File: src/hdl/ale_pkg.sv
// shared types and constants for the array list engine
// no dependencies; used by ale_store and array_list_engine_unit
package ale_pkg;

	localparam int CAPACITY = 16;
	localparam int ADDR_W   = $clog2(CAPACITY);
	localparam int CNT_W    = $clog2(CAPACITY + 1);
	localparam int DATA_W   = 32;

	typedef enum logic [1:0] {
		OP_INS_POS  = 2'd0,
		OP_INS_SORT = 2'd1,
		OP_DELETE   = 2'd2,
		OP_LOCATE   = 2'd3
	} ale_op_t;

	typedef enum logic [1:0] {
		ST_OK      = 2'd0,
		ST_BADPOS  = 2'd1,
		ST_FULL    = 2'd2,
		ST_MISSING = 2'd3
	} ale_status_t;

	typedef enum logic [5:0] {
		S_IDLE = 6'b000001,
		S_SCAN = 6'b000010,
		S_SHUP = 6'b000100,
		S_PUT  = 6'b001000,
		S_SHDN = 6'b010000,
		S_FIN  = 6'b100000
	} ale_state_t;

	typedef struct packed {
		logic              we;
		logic [ADDR_W-1:0] addr;
		logic [DATA_W-1:0] data;
	} ale_wr_t;

endpackage

File: src/hdl/array_list_engine_unit.sv
// array list engine top level: ordered list of signed 32-bit entries with a shared walker
// one request in flight at a time; the walker steps one entry per cycle through the
// entry store (one read port, one write port)
// reset (arst_n low, asynchronous) empties the list and drops any pending result
// depends on ale_pkg and ale_store
module array_list_engine_unit (
	input  logic        clk,
	input  logic        arst_n,
	input  logic        in_valid,
	output logic        in_ready,
	input  logic [1:0]  operation,
	input  logic [31:0] value,
	input  logic [4:0]  position,
	output logic        out_valid,
	input  logic        out_ready,
	output logic [1:0]  status,
	output logic [3:0]  found_index,
	output logic [4:0]  element_total
);
	import ale_pkg::*;

	ale_state_t          state_q;
	ale_op_t             op_q;
	logic [DATA_W-1:0]   value_q;
	logic [CNT_W-1:0]    pos_q;
	logic [CNT_W-1:0]    cursor_q;
	logic                pend_q;
	logic [ADDR_W-1:0]   pend_addr_q;
	logic [CNT_W-1:0]    count_q;
	ale_status_t         res_status_q;
	logic [ADDR_W-1:0]   res_found_q;
	logic                hit_q;
	logic                out_valid_q;
	logic [1:0]          out_status_q;
	logic [3:0]          out_found_q;
	logic [4:0]          out_total_q;

	ale_wr_t             wr;
	logic [ADDR_W-1:0]   rd_addr;
	logic [DATA_W-1:0]   rd_data;
	logic [CNT_W-1:0]    cur_inc;
	logic [CNT_W-1:0]    cur_dec;
	logic [CNT_W-1:0]    pos_in;
	logic                full;
	logic                less_now;
	logic                match_now;

	ale_store u_store (
		.clk     (clk),
		.wr      (wr),
		.rd_addr (rd_addr),
		.rd_data (rd_data)
	);

	assign cur_inc   = cursor_q + CNT_W'(1);
	assign cur_dec   = cursor_q - CNT_W'(1);
	assign pos_in    = CNT_W'(position);
	assign full      = (count_q == CNT_W'(CAPACITY));
	assign less_now  = pend_q && (op_q == OP_INS_SORT) &&
		($signed(value_q) < $signed(rd_data));
	assign match_now = pend_q && (op_q == OP_LOCATE) && (rd_data == value_q);

	// read address of the walker: one entry ahead of the cursor in the shift steps, else the cursor itself
	always_comb begin
		case (state_q)
			S_SHUP:  rd_addr = cur_dec[ADDR_W-1:0];
			S_SHDN:  rd_addr = cur_inc[ADDR_W-1:0];
			default: rd_addr = cursor_q[ADDR_W-1:0];
		endcase
	end

	always_comb begin
		wr = '0;
		case (state_q)
			S_SHUP, S_SHDN: begin
				wr.we   = pend_q;
				wr.addr = pend_addr_q;
				wr.data = rd_data;
			end
			S_PUT: begin
				wr.we   = 1'b1;
				wr.addr = pos_q[ADDR_W-1:0];
				wr.data = value_q;
			end
			default: wr = '0;
		endcase
	end

	always_ff @(posedge clk or negedge arst_n) begin
		if (!arst_n) begin
			state_q      <= S_IDLE;
			op_q         <= OP_INS_POS;
			value_q      <= '0;
			pos_q        <= '0;
			cursor_q     <= '0;
			pend_q       <= 1'b0;
			pend_addr_q  <= '0;
			count_q      <= '0;
			res_status_q <= ST_OK;
			res_found_q  <= '0;
			hit_q        <= 1'b0;
			out_valid_q  <= 1'b0;
			out_status_q <= '0;
			out_found_q  <= '0;
			out_total_q  <= '0;
		end else begin
			// in the finish step the output register is reloaded instead
			if (out_valid_q && out_ready && state_q != S_FIN) begin
				out_valid_q <= 1'b0;
			end
			case (state_q)
				S_IDLE: begin
					if (in_valid) begin
						op_q         <= ale_op_t'(operation);
						value_q      <= value;
						pend_q       <= 1'b0;
						hit_q        <= 1'b0;
						res_found_q  <= '0;
						res_status_q <= ST_OK;
						case (ale_op_t'(operation))
							OP_INS_POS: begin
								if (full) begin
									res_status_q <= ST_FULL;
									state_q      <= S_FIN;
								end else if (pos_in > count_q) begin
									res_status_q <= ST_BADPOS;
									state_q      <= S_FIN;
								end else begin
									pos_q    <= pos_in;
									cursor_q <= count_q;
									state_q  <= S_SHUP;
								end
							end
							OP_INS_SORT: begin
								if (full) begin
									res_status_q <= ST_FULL;
									state_q      <= S_FIN;
								end else begin
									cursor_q <= '0;
									state_q  <= S_SCAN;
								end
							end
							OP_DELETE: begin
								if (pos_in >= count_q) begin
									res_status_q <= ST_BADPOS;
									state_q      <= S_FIN;
								end else begin
									cursor_q <= pos_in;
									state_q  <= S_SHDN;
								end
							end
							default: begin
								cursor_q <= '0;
								state_q  <= S_SCAN;
							end
						endcase
					end
				end
				S_SCAN: begin
					if (less_now) begin
						// first strictly greater entry found: insert in front of it
						pos_q    <= CNT_W'(pend_addr_q);
						cursor_q <= count_q;
						pend_q   <= 1'b0;
						state_q  <= S_SHUP;
					end else begin
						if (match_now) begin
							hit_q       <= 1'b1;
							res_found_q <= pend_addr_q;
						end
						if (cursor_q < count_q) begin
							pend_q      <= 1'b1;
							pend_addr_q <= cursor_q[ADDR_W-1:0];
							cursor_q    <= cur_inc;
						end else begin
							pend_q <= 1'b0;
							if (!pend_q) begin
								if (op_q == OP_INS_SORT) begin
									pos_q    <= count_q;
									cursor_q <= count_q;
									state_q  <= S_SHUP;
								end else begin
									res_status_q <= hit_q ? ST_OK : ST_MISSING;
									state_q      <= S_FIN;
								end
							end
						end
					end
				end
				S_SHUP: begin
					if (cursor_q > pos_q) begin
						pend_q      <= 1'b1;
						pend_addr_q <= cursor_q[ADDR_W-1:0];
						cursor_q    <= cur_dec;
					end else begin
						pend_q  <= 1'b0;
						state_q <= S_PUT;
					end
				end
				S_PUT: begin
					count_q <= count_q + CNT_W'(1);
					state_q <= S_FIN;
				end
				S_SHDN: begin
					if (cur_inc < count_q) begin
						pend_q      <= 1'b1;
						pend_addr_q <= cursor_q[ADDR_W-1:0];
						cursor_q    <= cur_inc;
					end else begin
						pend_q  <= 1'b0;
						count_q <= count_q - CNT_W'(1);
						state_q <= S_FIN;
					end
				end
				S_FIN: begin
					if (!out_valid_q || out_ready) begin
						out_valid_q  <= 1'b1;
						out_status_q <= res_status_q;
						out_found_q  <= 4'(res_found_q);
						out_total_q  <= 5'(count_q);
						state_q      <= S_IDLE;
					end
				end
				default: state_q <= S_IDLE;
			endcase
		end
	end

	assign in_ready      = (state_q == S_IDLE);
	assign out_valid     = out_valid_q;
	assign status        = out_status_q;
	assign found_index   = out_found_q;
	assign element_total = out_total_q;

`ifndef SYNTHESIS
	a_count_bound: assert property (@(posedge clk) disable iff (!arst_n)
		count_q <= CNT_W'(CAPACITY))
		else $error("element count above capacity");

	a_write_state: assert property (@(posedge clk) disable iff (!arst_n)
		wr.we |-> (state_q == S_SHUP || state_q == S_SHDN || state_q == S_PUT))
		else $error("store written outside a shift or put step");

	a_full_total: assert property (@(posedge clk) disable iff (!arst_n)
		(out_valid_q && out_status_q == ST_FULL) |-> (out_total_q == 5'(CAPACITY)))
		else $error("full status with list not at capacity");

	a_found_ok: assert property (@(posedge clk) disable iff (!arst_n)
		(out_valid_q && out_found_q != 4'd0) |-> (out_status_q == ST_OK))
		else $error("nonzero found index on a failed request");

	a_count_move: assert property (@(posedge clk) disable iff (!arst_n)
		(state_q == S_PUT) |=> (count_q == $past(count_q) + CNT_W'(1)))
		else $error("insert did not grow the list");
`endif

endmodule

File: src/hdl/ale_store.sv
// entry storage for the array list engine: one write port, one registered read port
// depends on ale_pkg
module ale_store (
	input  logic                          clk,
	input  ale_pkg::ale_wr_t              wr,
	input  logic [ale_pkg::ADDR_W-1:0]    rd_addr,
	output logic [ale_pkg::DATA_W-1:0]    rd_data
);
	import ale_pkg::*;

	logic [DATA_W-1:0] mem [CAPACITY];
	logic [DATA_W-1:0] rd_data_q;

	always_ff @(posedge clk) begin
		if (wr.we) begin
			mem[wr.addr] <= wr.data;
		end
		rd_data_q <= mem[rd_addr];
	end

	assign rd_data = rd_data_q;

endmodule
File: config.mk
export PLATFORM = sky130hd
export DESIGN_NAME = array_list_engine_unit
export DESIGN_NICKNAME = d
export VERILOG_FILES = /design/src/hdl/ale_pkg.sv /design/src/hdl/array_list_engine_unit.sv /design/src/hdl/ale_store.sv
export SDC_FILE = /design/constraint.sdc
export NUM_CORES = 1
export LEC_CHECK = 0
export ABC_AREA = 0
export BUFFER_PORTS_ARGS = -buffer_cell sky130_fd_sc_hd__buf_4
export CORE_MARGIN = 3
export CORE_UTILIZATION = 50
export CTS_CLUSTER_SIZE = 14
export DETAILED_ROUTE_END_ITERATION = 10
export PLACE_DENSITY = 0.73
export SYNTH_ARGS = -nofsm -noshare
export SYNTH_HDL_FRONTEND = slang
export SYNTH_HIERARCHICAL = 1
export SYNTH_SLANG_ARGS = --single-unit
File: constraint.sdc
create_clock -name clk -period 5 [get_ports clk]
set_clock_uncertainty 0.05 [all_clocks]
set_input_delay 0.25 -clock clk [delete_from_list [all_inputs] [get_ports clk]]
set_output_delay 0.25 -clock clk [all_outputs]
set_load 0.03 [all_outputs]
==> results of run 1 <==
==> where the power goes <==
| group | internal (mW) | switching (mW) | total, mW |
|---|---|---|---|
| clock network | 2.35 | 1.94 | 4.29 |
| registers | 6.09 | 0.373 | 6.46 |
| logic | 2.00 | 2.52 | 4.52 |
| total | 10.4 | 4.83 | 15.3 |
==> Yosys cell counts, types with 32 or more instances <==
cell type                  count
sky130_fd_sc_hd__a21oi_1      33
sky130_fd_sc_hd__a22oi_1      67
sky130_fd_sc_hd__clkbuf_1     35
sky130_fd_sc_hd__dfrtp_1      78
sky130_fd_sc_hd__dfxtp_1      32
sky130_fd_sc_hd__edfxtp_1    512
sky130_fd_sc_hd__ha_1         55
sky130_fd_sc_hd__inv_1        56
sky130_fd_sc_hd__mux2_2       44
sky130_fd_sc_hd__mux4_2      128
sky130_fd_sc_hd__nand2_1     117
sky130_fd_sc_hd__nor2_1       47
sky130_fd_sc_hd__o21ai_0      74
==> flip-flops by register name, indices dropped and copies added (netlist names) <==
signal and flops:
u_store/mem 512, u_store/rd_data 32, value_q 32, state_q 6, count_q 5, cursor_q 5
element_total 5, pos_q 5, found_index 4, pend_addr_q 4, res_found_q 4, op_q 2
res_status_q 2, status 2, hit_q 1, out_valid 1, pend_q 1
==> layout make-up <==
type | instances | area [um^2]
fillers | 3695 | 20800
flip-flops and latches | 623 | 18000
multi-input cells | 720 | 7060
clock buffers | 75 | 1570
repair buffers | 158 | 1390
well taps | 672 | 841
clock inverters | 39 | 302
inverters | 56 | 210
==> through the flow <==
step / cells / cell area (um^2) / util (%) / total power, mW
2_1_floorplan: 1470 / 25400 / - / 9.65
3_3_place_gp: 2192 / 27100 / 54.1 / 11.0
3_5_place_dp: 2192 / 27100 / 54.1 / 11.1
4_1_cts: 2343 / 29400 / 58.5 / 15.4
5_1_grt: 2343 / 29400 / 58.5 / 16.0
6_report: 2343 / 29400 / 58.5 / 15.3
==> how the worst min path moves through the flow <==
stage | endpoint | cells past startpoint | slack (ps)
floorplan | count_q[0] | 0 | -100
global placement | value_q[3] | 1 | 260
detailed placement | value_q[2] | 1 | 270
CTS | state_q[0] | 3 | 10
global route | state_q[0] | 3 | 40
finish | state_q[0] | 3 | 50
==> critical path, delay by kind of cell (launching register included) <==
family	cells	cell delay, ps
buf+inv	2	640
flops	1	430
simple gates	5	2440
compound gates	1	290
==> metal layers <==
metal	GRT usage [%]	up-vias	routed length [um]
li1	-	6102	-
met2	36.7	655	28600
met4	7.40	0	1590
met3	3.22	108	4250
met5	0	-	0
met1	30.7	7321	23300
==> cells by family after synthesis <==
family          Yosys count  share of synthesized area (%)
compound gates          224                           5.73
fa+ha+maj                56                           2.78
simple gates            246                           4.49
buf+inv                 127                           2.17
xor+xnor                 13                          0.448
mux                     181                           13.6
flops                   623                           70.7
==> timing repair <==
action / in CTS / in global routing
endpoints found under the hold margin: 74 / 0
setup buffers: 0 / 0
hold buffers: 37 / 0
==> flow_summary.html, run 1 <==
<table>
<tr><th>Metric</th><th>Value</th></tr>
<tr><th colspan="2">Worst setup path</th></tr>
<tr><td>Critical path endpoint category</td><td>flip-flop</td></tr>
<tr><td>Critical path type</td><td>flip-flop to flip-flop</td></tr>
<tr><td>Setup slack, reg-to-reg</td><td>700 ps</td></tr>
<tr><td>Data required, critical path</td><td>slightly above 5000 ps</td></tr>
<tr><td>Crit path DAT</td><td>4460 ps</td></tr>
<tr><td>Biggest fanout along the worst timing path</td><td>32</td></tr>
<tr><td>Startpoint kind of the worst setup timing path</td><td>flip-flop</td></tr>
<tr><td>Worst setup path start</td><td>state_q[1]</td></tr>
<tr><td>Critical path's slowest cell</td><td>sky130_fd_sc_hd__nor2_4</td></tr>
<tr><td>Startpoint of the worst register-to-register path</td><td>state_q[1]</td></tr>
<tr><td>Reg2Reg Depth</td><td>8</td></tr>
<tr><td>Reg2reg end</td><td>u_store/mem[2][27]</td></tr>
<tr><td>Top cell by count, worst path</td><td>sky130_fd_sc_hd__nor2_4</td></tr>
<tr><td>Cell-by-cell trace of the critical path</td><td>or4_4, or2_2, inv_1, nor2_4, o21ai_0, buf_4, nand2b_1, nor2_4</td></tr>
<tr><td>Critical path capture point</td><td>u_store/mem[2][27]</td></tr>
<tr><td>Worst path max stage delay</td><td>1010 ps</td></tr>
<tr><th colspan="2">Timing</th></tr>
<tr><td>Worst hold margin</td><td>49.1 ps</td></tr>
<tr><td>Least setup slack across all paths after layout</td><td>703 ps</td></tr>
<tr><td>Share of the cycle needed by the critical path after routing</td><td>85.9%</td></tr>
<tr><td>Setup repair after global routing missed its margin</td><td>false</td></tr>
<tr><td>Final setup TNS</td><td>0 ps</td></tr>
<tr><td>Fmax achieved</td><td>between 200 and 250 MHz</td></tr>
<tr><td>Endpoints failing setup</td><td>0</td></tr>
<tr><td>Max-slew headroom</td><td>16.3%</td></tr>
<tr><td>Tightest Pin Transition</td><td>1250 ps</td></tr>
<tr><td>Final critical delay including setup and external delays</td><td>4300 ps</td></tr>
<tr><td>Max-slew violation total from the final report</td><td>0</td></tr>
<tr><td>Count of endpoints failing hold in the final timing report</td><td>0</td></tr>
<tr><th colspan="2">GRT</th></tr>
<tr><td>Wire length of the first global-routing pass</td><td>89800 um</td></tr>
<tr><td>Initial antenna violation count</td><td>0</td></tr>
<tr><td>Largest net degree at the start of global routing</td><td>81</td></tr>
<tr><td>Global-route usage over all layers</td><td>22.2%</td></tr>
<tr><td>Via count of the first global-routing pass</td><td>around 15000</td></tr>
<tr><td>Total grt overflow</td><td>0</td></tr>
<tr><th colspan="2">Status</th></tr>
<tr><td>Outcome</td><td>finished clean</td></tr>
<tr><th colspan="2">Route</th></tr>
<tr><td>Via count</td><td>14186</td></tr>
<tr><td>Number of DRC markers after the initial detailed-route iteration</td><td>1600</td></tr>
<tr><td>DRC errors left</td><td>0</td></tr>
<tr><td>Wirelength, routed</td><td>57800 um</td></tr>
<tr><td>Total iterations of the first detailed-routing run</td><td>5</td></tr>
<tr><td>Detailed-route wire length per cell</td><td>24.7 um</td></tr>
<tr><td>DRT antenna net count</td><td>0</td></tr>
<tr><td>Via density</td><td>6.05</td></tr>
<tr><th colspan="2">Clock tree</th></tr>
<tr><td>TritonCTS sink count</td><td>a little over 600</td></tr>
<tr><td>Level count of the clock H-tree</td><td>2</td></tr>
<tr><td>Clock tree from TritonCTS</td><td>built</td></tr>
<tr><td>Max clock buf depth</td><td>3</td></tr>
<tr><td>Worst-Skew Late Latency</td><td>640 ps</td></tr>
<tr><td>Post-cts gate resize count</td><td>0</td></tr>
<tr><td>Worst-path clk slew</td><td>60 ps</td></tr>
<tr><td>Number of clock buffers inserted by TritonCTS</td><td>60</td></tr>
<tr><td>Root Driver</td><td>sky130_fd_sc_hd__clkbuf_16</td></tr>
<tr><th colspan="2">Floorplan</th></tr>
<tr><td>Starting Density</td><td>50.7%</td></tr>
<tr><td>Core Box Area</td><td>about 50000 um^2</td></tr>
<tr><td>Die Ht</td><td>between 200 and 250 um</td></tr>
<tr><td>Number of cell rows</td><td>82</td></tr>
<tr><td>Die X</td><td>232 um</td></tr>
<tr><td>Die outline area</td><td>53600 um^2</td></tr>
<tr><td>I/O pin count</td><td>56</td></tr>
<tr><th colspan="2">Synthesis</th></tr>
<tr><td>Mean instance size in the synthesized netlist</td><td>17.3 um^2</td></tr>
<tr><td>Top flip-flop cell by instance count after synthesis</td><td>sky130_fd_sc_hd__edfxtp_1</td></tr>
<tr><td>Gate Count Post-Synth</td><td>1470</td></tr>
<tr><td>Number of synthesis warnings</td><td>6</td></tr>
<tr><td>Synth Register Bits</td><td>between 600 and 700</td></tr>
<tr><td>Post-synth design cell area</td><td>25400 um^2</td></tr>
<tr><td>Async set or reset register ratio after synthesis</td><td>around 13%</td></tr>
<tr><td>Number of nets produced by synthesis</td><td>1569</td></tr>
<tr><td>Cell type with the largest total area after synthesis</td><td>sky130_fd_sc_hd__edfxtp_1</td></tr>
<tr><td>Number of flops mapped to enable cells by yosys</td><td>512</td></tr>
<tr><td>Top-area cell type share of the netlist area</td><td>about three fifths</td></tr>
<tr><td>Sequential-to-total area share from yosys stat</td><td>70.7%</td></tr>
<tr><td>Ranking of synthesized cells by area</td><td>sky130_fd_sc_hd__edfxtp_1, sky130_fd_sc_hd__mux4_2, sky130_fd_sc_hd__dfrtp_1</td></tr>
<tr><td>Synth cell types</td><td>63</td></tr>
<tr><th colspan="2">Power</th></tr>
<tr><td>Max IR drop VDD</td><td>0.312 mV</td></tr>
<tr><td>Static leakage</td><td>10.9 nW</td></tr>
<tr><td>Cell area power density</td><td>520 nW/um^2</td></tr>
<tr><th colspan="2">Hold path</th></tr>
<tr><td>Launch instance of the worst min-delay path</td><td>in_valid</td></tr>
<tr><td>Tightest Hold Check Type</td><td>primary input to flip-flop</td></tr>
<tr><th colspan="2">Placed design</th></tr>
<tr><td>Placed wire-length estimate</td><td>between 30000 and 40000 um</td></tr>
<tr><td>Placement Setup Slack</td><td>roughly 860 ps</td></tr>
<tr><td>IO buf count</td><td>55</td></tr>
<tr><td>Placer Congestion</td><td>0.909</td></tr>
<tr><th colspan="2">Cells and area</th></tr>
<tr><td>ANT cells</td><td>0</td></tr>
<tr><td>Most common cell after layout, fill and taps aside</td><td>sky130_fd_sc_hd__edfxtp_1</td></tr>
<tr><td>Commonest cells after routing, fill and taps aside</td><td>sky130_fd_sc_hd__edfxtp_1, sky130_fd_sc_hd__mux4_2, sky130_fd_sc_hd__nand2_1</td></tr>
<tr><td>Fin nets</td><td>between 1500 and 2000</td></tr>
<tr><td>Area growth from synthesis to final layout</td><td>15.5%</td></tr>
<tr><td>Share of post-route cells with drive strength above 1</td><td>about a quarter</td></tr>
<tr><th colspan="2">Flow run</th></tr>
<tr><td>Max-cap violation count</td><td>0</td></tr>
</table>
Note: power is estimated with default switching activity, not from simulation.
==> run 2: changes to the inputs <==
--- a/config.mk
+++ b/config.mk
@@ -5,9 +5,9 @@
 export SDC_FILE = /design/constraint.sdc
 export NUM_CORES = 1
 export LEC_CHECK = 0
-export ABC_AREA = 0
-export BUFFER_PORTS_ARGS = -buffer_cell sky130_fd_sc_hd__buf_4
-export CORE_MARGIN = 3
+export ABC_AREA = 1
+export BUFFER_PORTS_ARGS = -buffer_cell sky130_fd_sc_hd__buf_2
+export CORE_MARGIN = 2
 export CORE_UTILIZATION = 50
 export CTS_CLUSTER_SIZE = 14
 export DETAILED_ROUTE_END_ITERATION = 10
==> flow_summary.html, run 2 <==
<table>
<tr><th>Metric</th><th>Value</th></tr>
<tr><th colspan="2">Clock tree</th></tr>
<tr><td>Worst-path clk slew</td><td>~60 ps</td></tr>
<tr><td># Post-CTS Setup Buffers</td><td>0</td></tr>
<tr><td>Level count of the clock H-tree</td><td>3</td></tr>
<tr><td>Clock tree from TritonCTS</td><td>built</td></tr>
<tr><td>Number of clock buffers inserted by TritonCTS</td><td>66</td></tr>
<tr><td>Worst-Skew Late Latency</td><td>600 ps</td></tr>
<tr><td>Max clock buf depth</td><td>3</td></tr>
<tr><td>TritonCTS sink count</td><td>623</td></tr>
<tr><td>Root Driver</td><td>sky130_fd_sc_hd__clkbuf_16</td></tr>
<tr><th colspan="2">Placed design</th></tr>
<tr><td>Placement Setup Slack</td><td>around 860 ps</td></tr>
<tr><td>IO buf count</td><td>55</td></tr>
<tr><td>Placed wire-length estimate</td><td>44000 um</td></tr>
<tr><td>Placer Congestion</td><td>roughly 0.9</td></tr>
<tr><th colspan="2">Worst setup path</th></tr>
<tr><td>Top Family by Delay on Critical Path</td><td>simple AND/OR/NAND/NOR gates</td></tr>
<tr><td>Data required, critical path</td><td>5230 ps</td></tr>
<tr><td>Cell-by-cell trace of the critical path</td><td>nor2_2, inv_2, nor2_1, nand3_2, nand2_2, inv_1, o21ai_0, nand3b_1, nor2_4, buf_4</td></tr>
<tr><td>Crit path DAT</td><td>4520 ps</td></tr>
<tr><td>Biggest fanout along the worst timing path</td><td>24</td></tr>
<tr><td>Critical path type</td><td>flip-flop to flip-flop</td></tr>
<tr><td>Startpoint kind of the worst setup timing path</td><td>flip-flop</td></tr>
<tr><td>Reg2reg end</td><td>u_store/mem[9][17]</td></tr>
<tr><td>Worst path max stage delay</td><td>820 ps</td></tr>
<tr><td>Setup slack, reg-to-reg</td><td>710 ps</td></tr>
<tr><td>Critical path's slowest cell</td><td>sky130_fd_sc_hd__nor2_4</td></tr>
<tr><td>Startpoint of the worst register-to-register path</td><td>state_q[2]</td></tr>
<tr><td>Critical path endpoint category</td><td>flip-flop</td></tr>
<tr><td>Buffering stage count on the worst path with inverters included</td><td>3</td></tr>
<tr><td>Logic depth of the worst path, buffers included</td><td>10</td></tr>
<tr><td>Reg2Reg Depth</td><td>10</td></tr>
<tr><th colspan="2">Synthesis</th></tr>
<tr><td>Gate Count Post-Synth</td><td>2902</td></tr>
<tr><td>Synth Register Bits</td><td>623</td></tr>
<tr><td>Number of synthesis warnings</td><td>6</td></tr>
<tr><td>Async set or reset register ratio after synthesis</td><td>12.7%</td></tr>
<tr><td>Top flip-flop cell by instance count after synthesis</td><td>sky130_fd_sc_hd__edfxtp_1</td></tr>
<tr><td>Post-synth design cell area</td><td>28500 um^2</td></tr>
<tr><td>Cell type with the largest total area after synthesis</td><td>sky130_fd_sc_hd__edfxtp_1</td></tr>
<tr><td>Most frequent cell after synthesis</td><td>sky130_fd_sc_hd__nand2_1</td></tr>
<tr><td>Ranking of synthesized cells by area</td><td>sky130_fd_sc_hd__edfxtp_1, sky130_fd_sc_hd__nand2_1, sky130_fd_sc_hd__nand3_1</td></tr>
<tr><td>Number of flops mapped to enable cells by yosys</td><td>512</td></tr>
<tr><td>Synth cell types</td><td>52</td></tr>
<tr><td>Top-area cell type share of the netlist area</td><td>54.0%</td></tr>
<tr><td>Number of nets produced by synthesis</td><td>about 3000</td></tr>
<tr><td>Sequential-to-total area share from yosys stat</td><td>63.2%</td></tr>
<tr><td>Commonest cells post-synth</td><td>sky130_fd_sc_hd__nand2_1, sky130_fd_sc_hd__edfxtp_1, sky130_fd_sc_hd__inv_1, sky130_fd_sc_hd__nand3_1, sky130_fd_sc_hd__o21ai_0</td></tr>
<tr><td>Mean instance size in the synthesized netlist</td><td>9.80 um^2</td></tr>
<tr><th colspan="2">Cells and area</th></tr>
<tr><td>Fin nets</td><td>3108</td></tr>
<tr><td>Number of flip-flops under the largest register name</td><td>512</td></tr>
<tr><td>Area growth from synthesis to final layout</td><td>13.0%</td></tr>
<tr><td>ANT cells</td><td>0</td></tr>
<tr><td>Most common cell after layout, fill and taps aside</td><td>sky130_fd_sc_hd__nand2_1</td></tr>
<tr><td>Layout filler cell count</td><td>around 4700</td></tr>
<tr><td>Commonest cells after routing, fill and taps aside</td><td>sky130_fd_sc_hd__nand2_1, sky130_fd_sc_hd__edfxtp_1, sky130_fd_sc_hd__inv_1</td></tr>
<tr><td>Register ranked first by flip-flop count</td><td>u_store/mem</td></tr>
<tr><td>Fraction of the core area covered by cells at the end of the flow</td><td>57.1%</td></tr>
<tr><td>Share of post-route cells with drive strength above 1</td><td>a little under a tenth</td></tr>
<tr><th colspan="2">Flow run</th></tr>
<tr><td>Max-cap violation count</td><td>0</td></tr>
<tr><th colspan="2">Hold path</th></tr>
<tr><td>Launch instance of the worst min-delay path</td><td>position[4]</td></tr>
<tr><td>Tightest Hold Check Type</td><td>primary input to flip-flop</td></tr>
<tr><td>Worst Hold Path EP</td><td>pos_q[4]</td></tr>
<tr><td>Number of cells traversed by the worst hold path</td><td>5</td></tr>
<tr><th colspan="2">GRT</th></tr>
<tr><td>Initial antenna violation count</td><td>1</td></tr>
<tr><td>Global-route usage over all layers</td><td>around 25%</td></tr>
<tr><td>Layer carrying the most global-route usage</td><td>met2</td></tr>
<tr><td>Total grt overflow</td><td>0</td></tr>
<tr><td>Via count of the first global-routing pass</td><td>between 20000 and 25000</td></tr>
<tr><td>Global Route met3 Usage</td><td>4.32%</td></tr>
<tr><td>Wire length of the first global-routing pass</td><td>roughly 110000 um</td></tr>
<tr><td>Largest net degree at the start of global routing</td><td>154</td></tr>
<tr><td>Met2 track demand over resource</td><td>41.3%</td></tr>
<tr><td>GR met1 Demand/Resource</td><td>a little under a third</td></tr>
<tr><th colspan="2">Power</th></tr>
<tr><td>Static leakage</td><td>14.4 nW</td></tr>
<tr><td>Max IR drop VDD</td><td>around 0.43 mV</td></tr>
<tr><td>Cell area power density</td><td>between 500 and 600 nW/um^2</td></tr>
<tr><td>Post-layout power</td><td>18.1 mW</td></tr>
<tr><th colspan="2">Timing</th></tr>
<tr><td>Share of the cycle needed by the critical path after routing</td><td>85.7%</td></tr>
<tr><td>Endpoints failing setup</td><td>0</td></tr>
<tr><td>Worst hold margin</td><td>59.3 ps</td></tr>
<tr><td>Max-slew headroom</td><td>between 10% and 20%</td></tr>
<tr><td>Fmax achieved</td><td>around 230 MHz</td></tr>
<tr><td>Final setup TNS</td><td>0 ps</td></tr>
<tr><td>Count of endpoints failing hold in the final timing report</td><td>0</td></tr>
<tr><td>Least setup slack across all paths after layout</td><td>roughly 710 ps</td></tr>
<tr><td>Tightest Pin Transition</td><td>1260 ps</td></tr>
<tr><td>Final critical delay including setup and external delays</td><td>4290 ps</td></tr>
<tr><td>Max-slew violation total from the final report</td><td>0</td></tr>
<tr><td>Setup repair after global routing missed its margin</td><td>false</td></tr>
<tr><th colspan="2">Floorplan</th></tr>
<tr><td>Starting Density</td><td>50.6%</td></tr>
<tr><td>Die Ht</td><td>243 um</td></tr>
<tr><td>Core Box Area</td><td>56300 um^2</td></tr>
<tr><td>Die outline area</td><td>58800 um^2</td></tr>
<tr><td>I/O pin count</td><td>56</td></tr>
<tr><td>Die X</td><td>243 um</td></tr>
<tr><td>Number of cell rows</td><td>slightly below 90</td></tr>
<tr><th colspan="2">Status</th></tr>
<tr><td>Outcome</td><td>finished clean</td></tr>
<tr><th colspan="2">Route</th></tr>
<tr><td>Via density</td><td>5.34</td></tr>
<tr><td>Detailed-route wire length per cell</td><td>18.8 um</td></tr>
<tr><td>Via count</td><td>20365</td></tr>
<tr><td>Wirelength, routed</td><td>71900 um</td></tr>
<tr><td>Total iterations of the first detailed-routing run</td><td>5</td></tr>
<tr><td>Number of DRC markers after the initial detailed-route iteration</td><td>1895</td></tr>
<tr><td>DRT antenna net count</td><td>0</td></tr>
<tr><td>DRC errors left</td><td>0</td></tr>
</table>
run 2: changes by cell type in the layout (fill, tap and decap cells not counted), sizes merged, moves of 11 or more:
cell	change
mux4	-128
clkbuf	+14
nand4	+11
nand3	+408
nor3	-12
a22oi	-67
inv	+429
mux2	-43
nand2	+848
run 2: cells by family (layout without fill, tap and decap cells):
group                      count (synthesis)  in the layout  share of synthesized area (%)
and+or+nand+nor                         1469           1469                           22.1
DFF                                      623            623                           63.2
buffers and inverters                    613            768                           9.29
AOI/OAI and AO/OA                        133            133                           2.66
adders and majority gates                 56             56                           2.49
xor gates and xnor gates                   7              7                          0.215
muxes                                      1              1                         0.0396
run 2: per-layer routing:
| metal | up-vias | share of wire (%) |
|---|---|---|
| li1 | 9616 | - |
| met1 | 9833 | 41 |
| met2 | 745 | 49 |
| met3 | 169 | 6.7 |
| met4 | 2 | 4.1 |
| met5 | - | 0.018 |
run 2: worst register-to-register path: cells and delay by family, from the launching register on:
kind                   cells  cell delay (ps)
DFF                        1              430
buffers and inverters      3              850
AOI/OAI and AO/OA          1              570
and+or+nand+nor            6             2080
run 2: power breakdown:
part | switching, mW | internal, mW
logic | 4.77 | 2.03
clock network | 1.95 | 2.83
registers | 0.311 | 6.18
total | 7.04 | 11.0
run 2: timing repair:
item                                    CTS  global route
hold buffers                             41             0
endpoints found under the hold margin   120             0
gates resized for setup                   0             0
endpoints found under the setup margin    0             0
run 2: final cells by class:
type / instances / area (um^2) / share of cell area [%]
well taps: 756 / 946 / 2.94
multi-input cells: 1666 / 7980 / 24.8
inverters: 489 / 1860 / 5.77
clock inverters: 27 / 272 / 0.844
repair buffers: 163 / 1280 / 3.98
flip-flops and latches: 623 / 18000 / 55.9
clock buffers: 89 / 1830 / 5.70
run 2: metrics by stage:
step | instances | area [um^2]
6_report | 3813 | 32200
5_1_grt | 3813 | 32200
4_1_cts | 3813 | 32200
3_5_place_dp | 3656 | 29600
3_3_place_gp | 3656 | 29600
2_1_floorplan | 2902 | 28500
run 2: how the worst max path moves through the flow:
stage / endpoint / slack (ps) / from
floorplan: u_store/mem[12][0] / 1400 / state_q[2]
global placement: u_store/mem[14][22] / 1070 / state_q[2]
detailed placement: u_store/mem[9][18] / 860 / state_q[2]
CTS: u_store/mem[9][17] / 800 / state_q[2]
global route: u_store/mem[9][17] / 480 / state_q[2]
finish: u_store/mem[9][17] / 710 / state_q[2]
==> run 3: changes to the inputs <==
--- a/config.mk
+++ b/config.mk
@@ -12,6 +12,8 @@
 export CTS_CLUSTER_SIZE = 14
 export DETAILED_ROUTE_END_ITERATION = 10
 export PLACE_DENSITY = 0.73
+export REMOVE_ABC_BUFFERS = 1
+export SLEW_MARGIN = 20
 export SYNTH_ARGS = -nofsm -noshare
 export SYNTH_HDL_FRONTEND = slang
 export SYNTH_HIERARCHICAL = 1
==> flow_summary.html, run 3 (synthesis gave the netlist of run 2 again) <==
<table>
<tr><th>Metric</th><th>Value</th></tr>
<tr><th colspan="2">Worst setup path</th></tr>
<tr><td>Startpoint of the worst register-to-register path</td><td>state_q[0]</td></tr>
<tr><td>Critical path's slowest cell</td><td>sky130_fd_sc_hd__nor2_4</td></tr>
<tr><td>Data required, critical path</td><td>5270 ps</td></tr>
<tr><td>Worst setup path start</td><td>state_q[0]</td></tr>
<tr><td>Biggest fanout along the worst timing path</td><td>25</td></tr>
<tr><td>Buffering stage count on the worst path with inverters included</td><td>5</td></tr>
<tr><td>Startpoint kind of the worst setup timing path</td><td>flip-flop</td></tr>
<tr><td>Critical path endpoint category</td><td>flip-flop</td></tr>
<tr><td>Critical path type</td><td>flip-flop to flip-flop</td></tr>
<tr><td>Top Family by Delay on Critical Path</td><td>buffers and inverters</td></tr>
<tr><td>Crit path DAT</td><td>4520 ps</td></tr>
<tr><td>Cell-by-cell trace of the critical path</td><td>nor2_2, inv_2, nor2_1, nand3_2, nand2_2, inv_1, buf_4, o21ai_0, inv_1, nand2_1, nor2_4, buf_4</td></tr>
<tr><td>Worst path max stage delay</td><td>810 ps</td></tr>
<tr><th colspan="2">Clock tree</th></tr>
<tr><td>TritonCTS sink count</td><td>between 600 and 700</td></tr>
<tr><td>Worst-Skew Late Latency</td><td>between 600 and 700 ps</td></tr>
<tr><td>Level count of the clock H-tree</td><td>2</td></tr>
<tr><td>Quantity of hold-fixing buffers added after cts</td><td>42</td></tr>
<tr><td>Root Driver</td><td>sky130_fd_sc_hd__clkbuf_16</td></tr>
<tr><td>Max clock buf depth</td><td>3</td></tr>
<tr><td># Post-CTS Setup Buffers</td><td>0</td></tr>
<tr><td>Clock tree from TritonCTS</td><td>built</td></tr>
<tr><td>Worst-path clk slew</td><td>70 ps</td></tr>
<tr><td>Number of clock buffers inserted by TritonCTS</td><td>60</td></tr>
<tr><td>Post-cts gate resize count</td><td>0</td></tr>
<tr><th colspan="2">Timing</th></tr>
<tr><td>Least setup slack across all paths after layout</td><td>756 ps</td></tr>
<tr><td>Max-slew headroom</td><td>21.0%</td></tr>
<tr><td>Endpoints failing setup</td><td>0</td></tr>
<tr><td>Share of the cycle needed by the critical path after routing</td><td>between 80% and 90%</td></tr>
<tr><td>Worst hold margin</td><td>42.2 ps</td></tr>
<tr><td>Count of endpoints failing hold in the final timing report</td><td>0</td></tr>
<tr><td>Final critical delay including setup and external delays</td><td>4240 ps</td></tr>
<tr><td>Fmax achieved</td><td>236 MHz</td></tr>
<tr><td>Max-slew violation total from the final report</td><td>0</td></tr>
<tr><td>Tightest Pin Transition</td><td>1180 ps</td></tr>
<tr><td>Final setup TNS</td><td>0 ps</td></tr>
<tr><td>Setup repair after global routing missed its margin</td><td>false</td></tr>
<tr><th colspan="2">GRT</th></tr>
<tr><td>Global-route usage over all layers</td><td>24.6%</td></tr>
<tr><td>Largest net degree at the start of global routing</td><td>162</td></tr>
<tr><td>Wire length of the first global-routing pass</td><td>113000 um</td></tr>
<tr><td>Total grt overflow</td><td>0</td></tr>
<tr><td>Via count of the first global-routing pass</td><td>~20000</td></tr>
<tr><td>Initial antenna violation count</td><td>0</td></tr>
<tr><th colspan="2">Placed design</th></tr>
<tr><td>Placement Setup Slack</td><td>854 ps</td></tr>
<tr><td>Placed wire-length estimate</td><td>44700 um</td></tr>
<tr><td>IO buf count</td><td>55</td></tr>
<tr><td>Inst Count DP</td><td>3627</td></tr>
<tr><td>Placer Congestion</td><td>0.894</td></tr>
<tr><th colspan="2">Route</th></tr>
<tr><td>Total iterations of the first detailed-routing run</td><td>6</td></tr>
<tr><td>DRC errors left</td><td>0</td></tr>
<tr><td>Routed met3 length</td><td>6670 um</td></tr>
<tr><td>Via count</td><td>20558</td></tr>
<tr><td>Detailed-route wire length per cell</td><td>~19 um</td></tr>
<tr><td>Via density</td><td>~5.4</td></tr>
<tr><td>Wire length the detailed router placed on met1</td><td>29400 um</td></tr>
<tr><td>Wire length on met2</td><td>34500 um</td></tr>
<tr><td>DRT antenna net count</td><td>0</td></tr>
<tr><td>Highest signal layer in the routed design</td><td>met4</td></tr>
<tr><td>Wirelength, routed</td><td>72700 um</td></tr>
<tr><td>Number of DRC markers after the initial detailed-route iteration</td><td>approximately 2700</td></tr>
<tr><th colspan="2">Cells and area</th></tr>
<tr><td>Most common cell after layout, fill and taps aside</td><td>sky130_fd_sc_hd__nand2_1</td></tr>
<tr><td>Footprint of the multi-input gates</td><td>slightly above 8000 um^2</td></tr>
<tr><td>Fin nets</td><td>3081</td></tr>
<tr><td>Layout filler cell count</td><td>about 4600</td></tr>
<tr><td>Non-filler instance count after layout</td><td>3790</td></tr>
<tr><td>Commonest cells after routing, fill and taps aside</td><td>sky130_fd_sc_hd__nand2_1, sky130_fd_sc_hd__edfxtp_1, sky130_fd_sc_hd__inv_1</td></tr>
<tr><td>ANT cells</td><td>0</td></tr>
<tr><td>Flip-flop and latch area</td><td>about 18000 um^2</td></tr>
<tr><td>Number of flip-flops under the largest register name</td><td>512</td></tr>
<tr><td>Register ranked first by flip-flop count</td><td>u_store/mem</td></tr>
<tr><td>Area growth from synthesis to final layout</td><td>13.1%</td></tr>
<tr><td>Share of post-route cells with drive strength above 1</td><td>9.36%</td></tr>
<tr><th colspan="2">Floorplan</th></tr>
<tr><td>I/O pin count</td><td>56</td></tr>
<tr><td>Die outline area</td><td>~59000 um^2</td></tr>
<tr><td>Die X</td><td>243 um</td></tr>
<tr><td>Starting Density</td><td>about half</td></tr>
<tr><td>Die Ht</td><td>about 240 um</td></tr>
<tr><td>Number of cell rows</td><td>87</td></tr>
<tr><td>Core Box Area</td><td>56300 um^2</td></tr>
<tr><th colspan="2">Power</th></tr>
<tr><td>Cell area power density</td><td>566 nW/um^2</td></tr>
<tr><td>Static leakage</td><td>roughly 14 nW</td></tr>
<tr><td>Post-layout power</td><td>18.2 mW</td></tr>
<tr><td>Max IR drop VDD</td><td>0.592 mV</td></tr>
<tr><th colspan="2">Hold path</th></tr>
<tr><td>Tightest Hold Check Type</td><td>primary input to asynchronous set/reset pin</td></tr>
<tr><th colspan="2">Status</th></tr>
<tr><td>Outcome</td><td>finished clean</td></tr>
<tr><th colspan="2">Flow run</th></tr>
<tr><td>Max-cap violation count</td><td>0</td></tr>
</table>
[run 3: per-layer routing]
metal  vias to the layer above  track usage [%]
li1                       9552                -
met1                      9806             33.7
met2                      1044             39.8
met3                       156             3.67
met4                         0             9.17
met5                         -                0
[run 3: layout make-up]
type	instances	area share [%]
Timing Repair Buffer	142	4.00
Clock buffer	87	5.49
Inverter	489	5.77
Clock inverter	27	0.890
Multi-Input combinational cell	1666	25.0
Sequential cell	623	55.9
Tap cell	756	2.94
[run 3: worst paths after layout]
| kind | endpoint | slack [ps] | cells after the start |
|---|---|---|---|
| worst min register to register | element_total[2] | 430 | 2 |
| min in group clk | value_q[18] | 330 | 4 |
| max in group asynchronous | value_q[11] | 3740 | 3 |
| worst max-delay path | u_store/mem[2][10] | 760 | 12 |
| worst min-delay path | element_total[0] | 40 | 2 |
| worst max register to register | u_store/mem[2][10] | 760 | 12 |
[run 3: worst reg2reg max path: stages (launching register included)]
cell,delay [ps]
sky130_fd_sc_hd__dfstp_2,540
sky130_fd_sc_hd__nor2_2,50
sky130_fd_sc_hd__inv_2,90
sky130_fd_sc_hd__nor2_1,60
sky130_fd_sc_hd__nand3_2,150
sky130_fd_sc_hd__nand2_2,210
sky130_fd_sc_hd__inv_1,580
sky130_fd_sc_hd__buf_4,480
sky130_fd_sc_hd__o21ai_0,230
sky130_fd_sc_hd__inv_1,120
sky130_fd_sc_hd__nand2_1,230
sky130_fd_sc_hd__nor2_4,810
sky130_fd_sc_hd__buf_4,340
[run 3: metrics by stage]
| step | util [%] | instance area, um^2 |
|---|---|---|
| floorplan | - | 27700 |
| global placement | 52.3 | 29400 |
| detailed placement | 52.4 | 29500 |
| CTS | 56.8 | 32000 |
| global route | 57.2 | 32200 |
| finish | 57.2 | 32200 |
[run 3: where the power goes]
group          internal, mW  leakage, nW  switching, mW
registers              6.18         6.13          0.312
logic                  2.04         7.18           5.05
clock network          2.67         1.00           1.96
